## config.mk

```make
export PLATFORM = sky130hd
export DESIGN_NAME = ntfs_runlist_decoder_core
export DESIGN_NICKNAME = d
export VERILOG_FILES = /design/src/hw/rtl/ntfsrl_pkg.sv /design/src/hw/rtl/ntfsrl_runlist_decoder_core.sv /design/src/hw/rtl/ntfsrl_front.sv /design/src/hw/rtl/ntfsrl_fifo.sv /design/src/hw/rtl/ntfsrl_back.sv
export VERILOG_INCLUDE_DIRS = /design/src /design/src/hw/rtl
export SDC_FILE = /design/constraint.sdc
export NUM_CORES = 1
export LEC_CHECK = 0
export BUFFER_PORTS_ARGS = -buffer_cell sky130_fd_sc_hd__buf_2
export CORE_ASPECT_RATIO = 0.6
export CORE_UTILIZATION = 40
export CTS_BUF_LIST = sky130_fd_sc_hd__clkbuf_8
export DETAILED_ROUTE_END_ITERATION = 8
export GPL_ROUTABILITY_DRIVEN = 0
export GPL_TIMING_DRIVEN = 0
export PLACE_DENSITY = 0.64
export SETUP_SLACK_MARGIN = 0.2
export SLEW_MARGIN = 20
export SYNTH_ARGS = -nofsm -noshare
export SYNTH_HDL_FRONTEND = slang
export SYNTH_SLANG_ARGS = --single-unit
export TNS_END_PERCENT = 20
```

## constraint.sdc

```tcl
create_clock -name clk -period 22.4 [get_ports clk]
set_input_delay 1.12 -clock clk [delete_from_list [all_inputs] [get_ports clk]]
set_output_delay 1.12 -clock clk [all_outputs]
set_load 0.005 [all_outputs]
```

## src/hw/rtl/assert_macros.svh

```systemverilog
// ----------------------------------------------------------------------------
// Assertion macros
// Shared concurrent assertion wrappers for the run list decoder.
// ----------------------------------------------------------------------------
`ifndef ASSERT_MACROS_SVH
`define ASSERT_MACROS_SVH

// Check a property on every clock edge outside reset.
`define ASSERT_RST(label, clk, rst, prop) \
  label: assert property (@(posedge clk) disable iff (rst) (prop)) \
    else $error("assertion failed");

// Check a property on every clock edge, reset included.
`define ASSERT_ALWAYS(label, clk, prop) \
  label: assert property (@(posedge clk) (prop)) \
    else $error("assertion failed");

`endif

```

## src/hw/rtl/ntfsrl_pkg.sv

```systemverilog
// ----------------------------------------------------------------------------
// ntfsrl_pkg
// Types and constants shared by the run list decoder modules.
// ----------------------------------------------------------------------------
package ntfsrl_pkg;

  // byte number LIST_BYTES of a list closes it even without last_byte
  localparam int LIST_BYTES = 1024;
  localparam int POS_W      = $clog2(LIST_BYTES + 1);

  localparam int QUEUE_DEPTH = 2;
  localparam int QPTR_W      = (QUEUE_DEPTH > 1) ? $clog2(QUEUE_DEPTH) : 1;
  localparam int QCNT_W      = $clog2(QUEUE_DEPTH + 1);

  localparam logic [3:0] MAX_FIELD_BYTES = 4'd8;
  localparam logic [7:0] END_HEADER      = 8'h00;
  localparam logic [8:0] RUN_MAX         = 9'd511;

  typedef enum logic [1:0] {
    KIND_RUN   = 2'd0,
    KIND_END   = 2'd1,
    KIND_BAD   = 2'd2,
    KIND_TRUNC = 2'd3
  } kind_t;

  // one classified result, handed from the front end to the back end
  typedef struct packed {
    kind_t       kind;
    logic [63:0] length;
    logic [63:0] delta;   // sign-extended cluster delta, zero when not a run
    logic        absent;
    logic        eol;
  } cmd_t;

endpackage

```

## src/hw/rtl/ntfsrl_runlist_decoder_core.sv

```systemverilog
// ----------------------------------------------------------------------------
// ntfs_runlist_decoder_core
// Byte-serial data run list decoder: header, length and offset parsing,
// running cluster number and run results.
// ----------------------------------------------------------------------------
// Usage:
//   Input channel (in_valid/in_ready): one run list byte per transfer, with
//   last_byte set on the final byte of the buffer. Byte number LIST_BYTES of
//   a list also closes it.
//   Output channel (out_valid/out_ready): at most one result per input byte:
//   a decoded run, an end marker, a bad header or a truncated entry.
//   Path: a byte's result is queued, then loaded into the output register.
//   Throughput: one byte per cycle unless stalled; each result takes one pass
//   through the back end's 64-bit cluster adder, one result per cycle.
//   A two-entry command queue sits between the parser and the adder, so the
//   parser keeps taking bytes while a result waits in the output register.
//   Stall: when out_ready stays low, the output register holds, the queue
//   fills, and in_ready drops once the queue is full.
//   Reset: rst (synchronous) empties the queue and the output register and
//   starts a new list with cluster number and run count at zero.
// ----------------------------------------------------------------------------
module ntfs_runlist_decoder_core
  import ntfsrl_pkg::*;
(
  input  logic        clk,
  input  logic        rst,
  input  logic        in_valid,
  output logic        in_ready,
  input  logic [7:0]  data_byte,
  input  logic        last_byte,
  output logic        out_valid,
  input  logic        out_ready,
  output logic [1:0]  kind,
  output logic [63:0] run_lcn,
  output logic [63:0] run_length,
  output logic [8:0]  run_index,
  output logic        offset_absent,
  output logic        end_of_list
);

  logic accept;
  logic push;
  cmd_t push_cmd;
  logic q_valid;
  logic q_full;
  logic q_pop;
  cmd_t q_cmd;

  assign in_ready = !q_full;
  assign accept   = in_valid && in_ready;

  ntfsrl_front u_front (
    .clk       (clk),
    .rst       (rst),
    .accept    (accept),
    .data_byte (data_byte),
    .last_byte (last_byte),
    .push      (push),
    .cmd       (push_cmd)
  );

  ntfsrl_fifo u_fifo (
    .clk      (clk),
    .rst      (rst),
    .push     (push),
    .push_cmd (push_cmd),
    .pop      (q_pop),
    .valid    (q_valid),
    .full     (q_full),
    .head     (q_cmd)
  );

  ntfsrl_back u_back (
    .clk           (clk),
    .rst           (rst),
    .q_valid       (q_valid),
    .q_cmd         (q_cmd),
    .q_pop         (q_pop),
    .out_valid     (out_valid),
    .out_ready     (out_ready),
    .kind          (kind),
    .run_lcn       (run_lcn),
    .run_length    (run_length),
    .run_index     (run_index),
    .offset_absent (offset_absent),
    .end_of_list   (end_of_list)
  );

endmodule

```

## src/hw/rtl/ntfsrl_front.sv

```systemverilog
// ----------------------------------------------------------------------------
// ntfsrl_front
// Byte parser: tracks the entry phase, gathers length and offset bytes and
// pushes one command per result into the queue.
// ----------------------------------------------------------------------------
module ntfsrl_front
  import ntfsrl_pkg::*;
(
  input  logic       clk,
  input  logic       rst,
  input  logic       accept,
  input  logic [7:0] data_byte,
  input  logic       last_byte,
  output logic       push,
  output cmd_t       cmd
);

`include "assert_macros.svh"

  typedef enum logic [1:0] {
    PH_HEADER = 2'd0,
    PH_LENGTH = 2'd1,
    PH_OFFSET = 2'd2,
    PH_DONE   = 2'd3
  } phase_t;

  phase_t           phase, phase_next;
  logic [3:0]       length_bytes, length_bytes_next;
  logic [3:0]       offset_bytes, offset_bytes_next;
  logic [3:0]       byte_counter, byte_counter_next;
  logic [63:0]      length_acc, length_acc_next;
  logic [63:0]      offset_acc, offset_acc_next;
  logic [POS_W-1:0] list_pos, list_pos_next;

  logic        final_byte;
  logic [3:0]  count_inc;
  logic [63:0] byte_lane;
  logic [63:0] delta_sext;
  logic        push_int;
  cmd_t        cmd_int;

  assign final_byte = last_byte || (list_pos >= POS_W'(LIST_BYTES - 1));
  assign count_inc  = byte_counter + 4'd1;
  assign byte_lane  = {56'd0, data_byte} << {byte_counter[2:0], 3'b000};

  // the closing offset byte is the top byte; extend its sign upward
  always_comb begin
    for (int i = 0; i < 8; i++) begin
      if (3'(i) < byte_counter[2:0]) begin
        delta_sext[i*8 +: 8] = offset_acc[i*8 +: 8];
      end else if (3'(i) == byte_counter[2:0]) begin
        delta_sext[i*8 +: 8] = data_byte;
      end else begin
        delta_sext[i*8 +: 8] = {8{data_byte[7]}};
      end
    end
  end

  always_comb begin
    phase_next        = phase;
    length_bytes_next = length_bytes;
    offset_bytes_next = offset_bytes;
    byte_counter_next = byte_counter;
    length_acc_next   = length_acc;
    offset_acc_next   = offset_acc;
    list_pos_next     = list_pos;
    push_int          = 1'b0;
    cmd_int.kind      = KIND_TRUNC;
    cmd_int.length    = 64'd0;
    cmd_int.delta     = 64'd0;
    cmd_int.absent    = 1'b0;
    cmd_int.eol       = 1'b1;

    unique case (phase)
      PH_DONE: begin
        // drop bytes until the end of the buffer
      end
      PH_HEADER: begin
        if (data_byte == END_HEADER) begin
          push_int     = 1'b1;
          cmd_int.kind = KIND_END;
          phase_next   = PH_DONE;
        end else if (data_byte[3:0] == 4'd0 || data_byte[3:0] > MAX_FIELD_BYTES ||
                     data_byte[7:4] > MAX_FIELD_BYTES) begin
          push_int     = 1'b1;
          cmd_int.kind = KIND_BAD;
          phase_next   = PH_DONE;
        end else begin
          length_bytes_next = data_byte[3:0];
          offset_bytes_next = data_byte[7:4];
          byte_counter_next = 4'd0;
          length_acc_next   = 64'd0;
          offset_acc_next   = 64'd0;
          phase_next        = PH_LENGTH;
          push_int          = final_byte;
        end
      end
      PH_LENGTH: begin
        length_acc_next   = length_acc | byte_lane;
        byte_counter_next = count_inc;
        if (count_inc >= length_bytes && offset_bytes == 4'd0) begin
          push_int       = 1'b1;
          cmd_int.kind   = KIND_RUN;
          cmd_int.length = length_acc | byte_lane;
          cmd_int.absent = 1'b1;
          cmd_int.eol    = final_byte;
          phase_next     = PH_HEADER;
        end else begin
          if (count_inc >= length_bytes) begin
            byte_counter_next = 4'd0;
            phase_next        = PH_OFFSET;
          end
          push_int = final_byte;
        end
      end
      PH_OFFSET: begin
        offset_acc_next   = offset_acc | byte_lane;
        byte_counter_next = count_inc;
        if (count_inc >= offset_bytes) begin
          push_int       = 1'b1;
          cmd_int.kind   = KIND_RUN;
          cmd_int.length = length_acc;
          cmd_int.delta  = delta_sext;
          cmd_int.eol    = final_byte;
          phase_next     = PH_HEADER;
        end else begin
          push_int = final_byte;
        end
      end
      default: begin
        phase_next = PH_HEADER;
      end
    endcase

    // the last byte of a buffer, or byte number LIST_BYTES of a list, always restarts the list
    if (final_byte) begin
      phase_next        = PH_HEADER;
      length_bytes_next = 4'd0;
      offset_bytes_next = 4'd0;
      byte_counter_next = 4'd0;
      list_pos_next     = '0;
    end else if (list_pos < POS_W'(LIST_BYTES)) begin
      list_pos_next = list_pos + POS_W'(1);
    end
  end

  assign push = accept && push_int;
  assign cmd  = cmd_int;

  always_ff @(posedge clk) begin
    if (rst) begin
      phase        <= PH_HEADER;
      length_bytes <= 4'd0;
      offset_bytes <= 4'd0;
      byte_counter <= 4'd0;
      list_pos     <= '0;
    end else if (accept) begin
      phase        <= phase_next;
      length_bytes <= length_bytes_next;
      offset_bytes <= offset_bytes_next;
      byte_counter <= byte_counter_next;
      list_pos     <= list_pos_next;
    end
  end

  always_ff @(posedge clk) begin
    if (accept) begin
      length_acc <= length_acc_next;
      offset_acc <= offset_acc_next;
    end
  end

  `ASSERT_RST(a_offset_phase_has_bytes, clk, rst,
              (phase != PH_OFFSET) || (offset_bytes != 4'd0))
  `ASSERT_RST(a_field_size_legal, clk, rst,
              (phase != PH_LENGTH && phase != PH_OFFSET) ||
              (length_bytes != 4'd0 && length_bytes <= MAX_FIELD_BYTES &&
               byte_counter < MAX_FIELD_BYTES))

endmodule

```

## src/hw/rtl/ntfsrl_fifo.sv

```systemverilog
// ----------------------------------------------------------------------------
// ntfsrl_fifo
// Short command queue between the parser and the cluster accumulator.
// ----------------------------------------------------------------------------
module ntfsrl_fifo
  import ntfsrl_pkg::*;
(
  input  logic clk,
  input  logic rst,
  input  logic push,
  input  cmd_t push_cmd,
  input  logic pop,
  output logic valid,
  output logic full,
  output cmd_t head
);

`include "assert_macros.svh"

  cmd_t              entries [QUEUE_DEPTH];
  logic [QPTR_W-1:0] wr_ptr;
  logic [QPTR_W-1:0] rd_ptr;
  logic [QCNT_W-1:0] count;
  logic              do_pop;

  assign valid  = (count != '0);
  assign full   = (count == QCNT_W'(QUEUE_DEPTH));
  assign head   = entries[rd_ptr];
  assign do_pop = pop && valid;

  always_ff @(posedge clk) begin
    if (rst) begin
      wr_ptr <= '0;
      rd_ptr <= '0;
      count  <= '0;
    end else begin
      if (push) begin
        wr_ptr <= (wr_ptr == QPTR_W'(QUEUE_DEPTH - 1)) ? '0 : wr_ptr + QPTR_W'(1);
      end
      if (do_pop) begin
        rd_ptr <= (rd_ptr == QPTR_W'(QUEUE_DEPTH - 1)) ? '0 : rd_ptr + QPTR_W'(1);
      end
      if (push && !do_pop) begin
        count <= count + QCNT_W'(1);
      end else if (do_pop && !push) begin
        count <= count - QCNT_W'(1);
      end
    end
  end

  always_ff @(posedge clk) begin
    if (push) begin
      entries[wr_ptr] <= push_cmd;
    end
  end

  `ASSERT_RST(a_no_push_when_full, clk, rst, !(push && full))
  `ASSERT_ALWAYS(a_count_bounded, clk, rst || (count <= QCNT_W'(QUEUE_DEPTH)))

endmodule

```

## src/hw/rtl/ntfsrl_back.sv

```systemverilog
// ----------------------------------------------------------------------------
// ntfsrl_back
// Cluster accumulator: applies each queued delta to the running cluster
// number, counts runs and holds the result in the output register.
// ----------------------------------------------------------------------------
module ntfsrl_back
  import ntfsrl_pkg::*;
(
  input  logic        clk,
  input  logic        rst,
  input  logic        q_valid,
  input  cmd_t        q_cmd,
  output logic        q_pop,
  output logic        out_valid,
  input  logic        out_ready,
  output logic [1:0]  kind,
  output logic [63:0] run_lcn,
  output logic [63:0] run_length,
  output logic [8:0]  run_index,
  output logic        offset_absent,
  output logic        end_of_list
);

`include "assert_macros.svh"

  logic [63:0] cluster;
  logic [8:0]  run_counter;
  logic [63:0] cluster_sum;
  logic        load;

  assign load        = q_valid && (!out_valid || out_ready);
  assign q_pop       = load;
  assign cluster_sum = cluster + q_cmd.delta;

  always_ff @(posedge clk) begin
    if (rst) begin
      out_valid   <= 1'b0;
      cluster     <= 64'd0;
      run_counter <= 9'd0;
    end else begin
      if (load) begin
        out_valid <= 1'b1;
        // a closing result restarts the count for the next list
        if (q_cmd.eol) begin
          cluster     <= 64'd0;
          run_counter <= 9'd0;
        end else begin
          cluster <= cluster_sum;
          if (q_cmd.kind == KIND_RUN && run_counter < RUN_MAX) begin
            run_counter <= run_counter + 9'd1;
          end
        end
      end else if (out_ready) begin
        out_valid <= 1'b0;
      end
    end
  end

  always_ff @(posedge clk) begin
    if (load) begin
      kind          <= q_cmd.kind;
      run_lcn       <= cluster_sum;
      run_length    <= q_cmd.length;
      run_index     <= run_counter;
      offset_absent <= q_cmd.absent;
      end_of_list   <= q_cmd.eol;
    end
  end

  `ASSERT_RST(a_restart_after_close, clk, rst,
              (load && q_cmd.eol) |=> (cluster == 64'd0 && run_counter == 9'd0))
  `ASSERT_RST(a_non_run_closes, clk, rst,
              (load && q_cmd.kind != KIND_RUN) |-> (q_cmd.eol && q_cmd.delta == 64'd0))

endmodule
```

==> results.toml <==
[cts]
clk_pin_slew_worst_paths_ns = 0.07
postCtsSetupBuffers = 0
clk_latency_ns = 0.73
cts_root_buffer = "clkbuf_8"
cts_max_level = 3
postCtsHoldBufs = 0
cts_tree = "built"
cts.sinks = 629
post_cts_resized = 0
clock_path_buffers = 3
cts_made_buffers = 95

[yosys]
synth_cell_types = 73
syn_avg_cell_area_um2 = 12.28
ys_seq_area_share_pct = 62.31
ys_warn_count = 0
synth_top_flop_cell = "edfxtp_1"
syn_inst = 2333
ys_ff_latch = 629
netlist.area_leader.share_pct = 55.04
synth_area_leaders = "edfxtp_1 55%, dfxtp_1 7.3%, mux2_2 5.2%"
synth_largest_area_cell = "edfxtp_1"
synth-edff-count = 525
synthArstFlopShare_pct = 0
syn-num-nets = 2429
syn_area_um2 = 28640

[timing]
slew_headroom_pct = 15.69
hold_viol = 0
final.min_clock_period_ns = 6.081
max_freq_ghz = 0.1644
setup_violations = 0
period_share_pct = 27.15
worst_clock_skew_ns = 0.04149
rsz0062_at_grt = "false"
holdWs_ns = 0.4644
drv_slew = 0
timing.setup.tns_ns = 0
max_slew.worst_pin.slew_ns = 1.261

[route]
met2_length_um = 32210
vias_per_cell = 5.717
highest_layer = "met5"
drcViolationCount = 0
drt-wirelength-per-cell_um = 21.39
wl_um = 77020
antenna_left = 0
dr.pass1.iters = 8
drt_iter0_drc = 2184
met3WireLength_um = 7931
met1_length_um = 35200
vias = 20590

[finish]
syn2layout_area_growth_pct = 14.58
drive_gt1_share_pct = 17.13
layout_common_cells = "525 x edfxtp_1, 345 x nor2_1, 161 x buf_2, 132 x a21oi_1, 132 x mux2_2"
layout_commonest_cell = "edfxtp_1"
layout.nets = 2693

[worst_setup_path]
critPathRequiredTime_ns = 23.02
worstPathArrival_ns = 6.70
worstSetupEndpointType = "flop"
crit_path_max_fanout = 10
crit_type = "reg2reg"
startpoint_type = "flop"

[power_and_ir_drop]
seqPwrFrac_pct = 45.0
p_clk_share_pct = 24.7
peakVddDrop_uv = 62.83
p_comb_share_pct = 30.3
powerDensity_nw_per_um2 = 116.9
p_int_uw = 2553
sw_frac_of_total_pct = 33.47
power.switching_uw = 1284
power.leakage_uw = 0.01182

[global_routing]
grt_max_degree = 82
track_usage_pct = 20.89
grt_pass1_wl_um = 116100
antenna_found_initial = 4
overflow = 0
grt_pass1_vias = 19590

[run]
cap_violations = 0

[die]
die_h_um = 209.3
io_pins = 156
die_area_um2 = 72710
num_rows = 75
core_area_um2 = 70380
die_width_um = 347.5
start_util_pct = 40.70

[placement]
port_buffers = 154
dp.final_hpwl_um = 56240

[min_path]
hold_path.class = "reg2reg"

[status]
status = "finished, final reports clean"
-- cell families after synthesis --
logic type	count (synthesis)	share of synthesized area (%)
AND/OR/NAND/NOR	661	10.27
XOR/XNOR	75	2.293
AO/OA/AOI/OAI	579	13.85
multiplexers	138	5.399
buffers and inverters	168	2.232
adder cells (fa/ha/maj)	83	3.652
flip-flops	629	62.31
-- metal layers --
| metal | up-vias | global-route usage, % |
|---|---|---|
| met1 | 10120 | 31.38 |
| met2 | 1037 | 29.34 |
| met4 | 2 | 5.545 |
| met3 | 120 | 5.858 |
| met5 | - | 0 |
| li1 | 9312 | - |
-- synthesized netlist by cell type (all sizes together) (31+ instances only) --
cell type	n
o21a	80
edfxtp	525
nand2	117
clkbuf	109
nor3	36
a22oi	104
nor2	345
mux2	132
ha	82
a21o	35
dfxtp	104
inv	40
a21oi	138
o21ai	59
xnor2	44
xor2	31
a22o	32
-- power by group through the flow --
stage / Sequential, uW / Clock (uW) / Combinational [uW]
floorplan: 1790 / 0 / 690
global placement: 1800 / 0 / 1100
detailed placement: 1750 / 0 / 1160
CTS: 1730 / 973 / 1160
global route: 1750 / 1030 / 1270
finish: 1720 / 949 / 1160
-- sequential cells by signal, summed over array words and instances (netlist names), 4 cells and up, named ones only --
name / cells
u_back.run_counter: 9
u_front.length_bytes: 4
u_back.cluster: 64
u_back.run_length: 64
u_front.length_acc: 64
u_front.offset_acc: 56
u_back.run_lcn: 64
u_back.run_index: 9
u_front.byte_counter: 4
u_fifo.entries: 264
u_front.offset_bytes: 4
u_front.list_pos: 11
-- metrics by stage --
step                setup slack, ns  cell area (um^2)  std cells  utilization [%]  total power (uW)
floorplan                     13.41             28640       2333                -              2476
global placement              9.389             30570       3411            43.43              2903
detailed placement            16.31             30920       3424            43.93              2910
CTS                           16.27             32800       3598            46.60              3868
global route                  16.07             32820       3601            46.63              4050
finish                        16.32             32820       3601            46.63              3837
-- critical path, stage by stage, from the launching register on --
cell,delay [ns]
dfxtp_1,0.30
clkbuf_1,0.24
buf_1,0.88
clkbuf_1,0.68
mux2_2,0.42
ha_1,0.36
o21ai_0,0.17
o21ai_1,0.31
nand4_1,0.22
a2111oi_1,1.16
o21a_1,0.33
o21bai_1,0.17
o31ai_1,0.31
xnor2_1,0.19
a22o_1,0.22
-- worst paths after layout --
check | startpoint | endpoint | slack (ns) | cells past startpoint
max | flop | u_back.cluster[55] | 16.32 | 14
min | u_front.list_pos[9] | u_front.list_pos[9] | 0.46 | 2
max reg2reg | flop | u_back.cluster[55] | 16.32 | 14
min reg2reg | u_front.list_pos[9] | u_front.list_pos[9] | 0.46 | 2
-- cell type report --
type	instances	area, um^2
well taps	924	1156
flip-flops and latches	629	17850
diodes	3	7.507
plain buffers	126	481.7
fillers	6362	37560
multi-input cells	1536	10210
repair buffers	167	1079
clock buffers	104	1431
clock inverters	70	446.7
inverters	42	162.7
(Power assumes the default switching activity.)
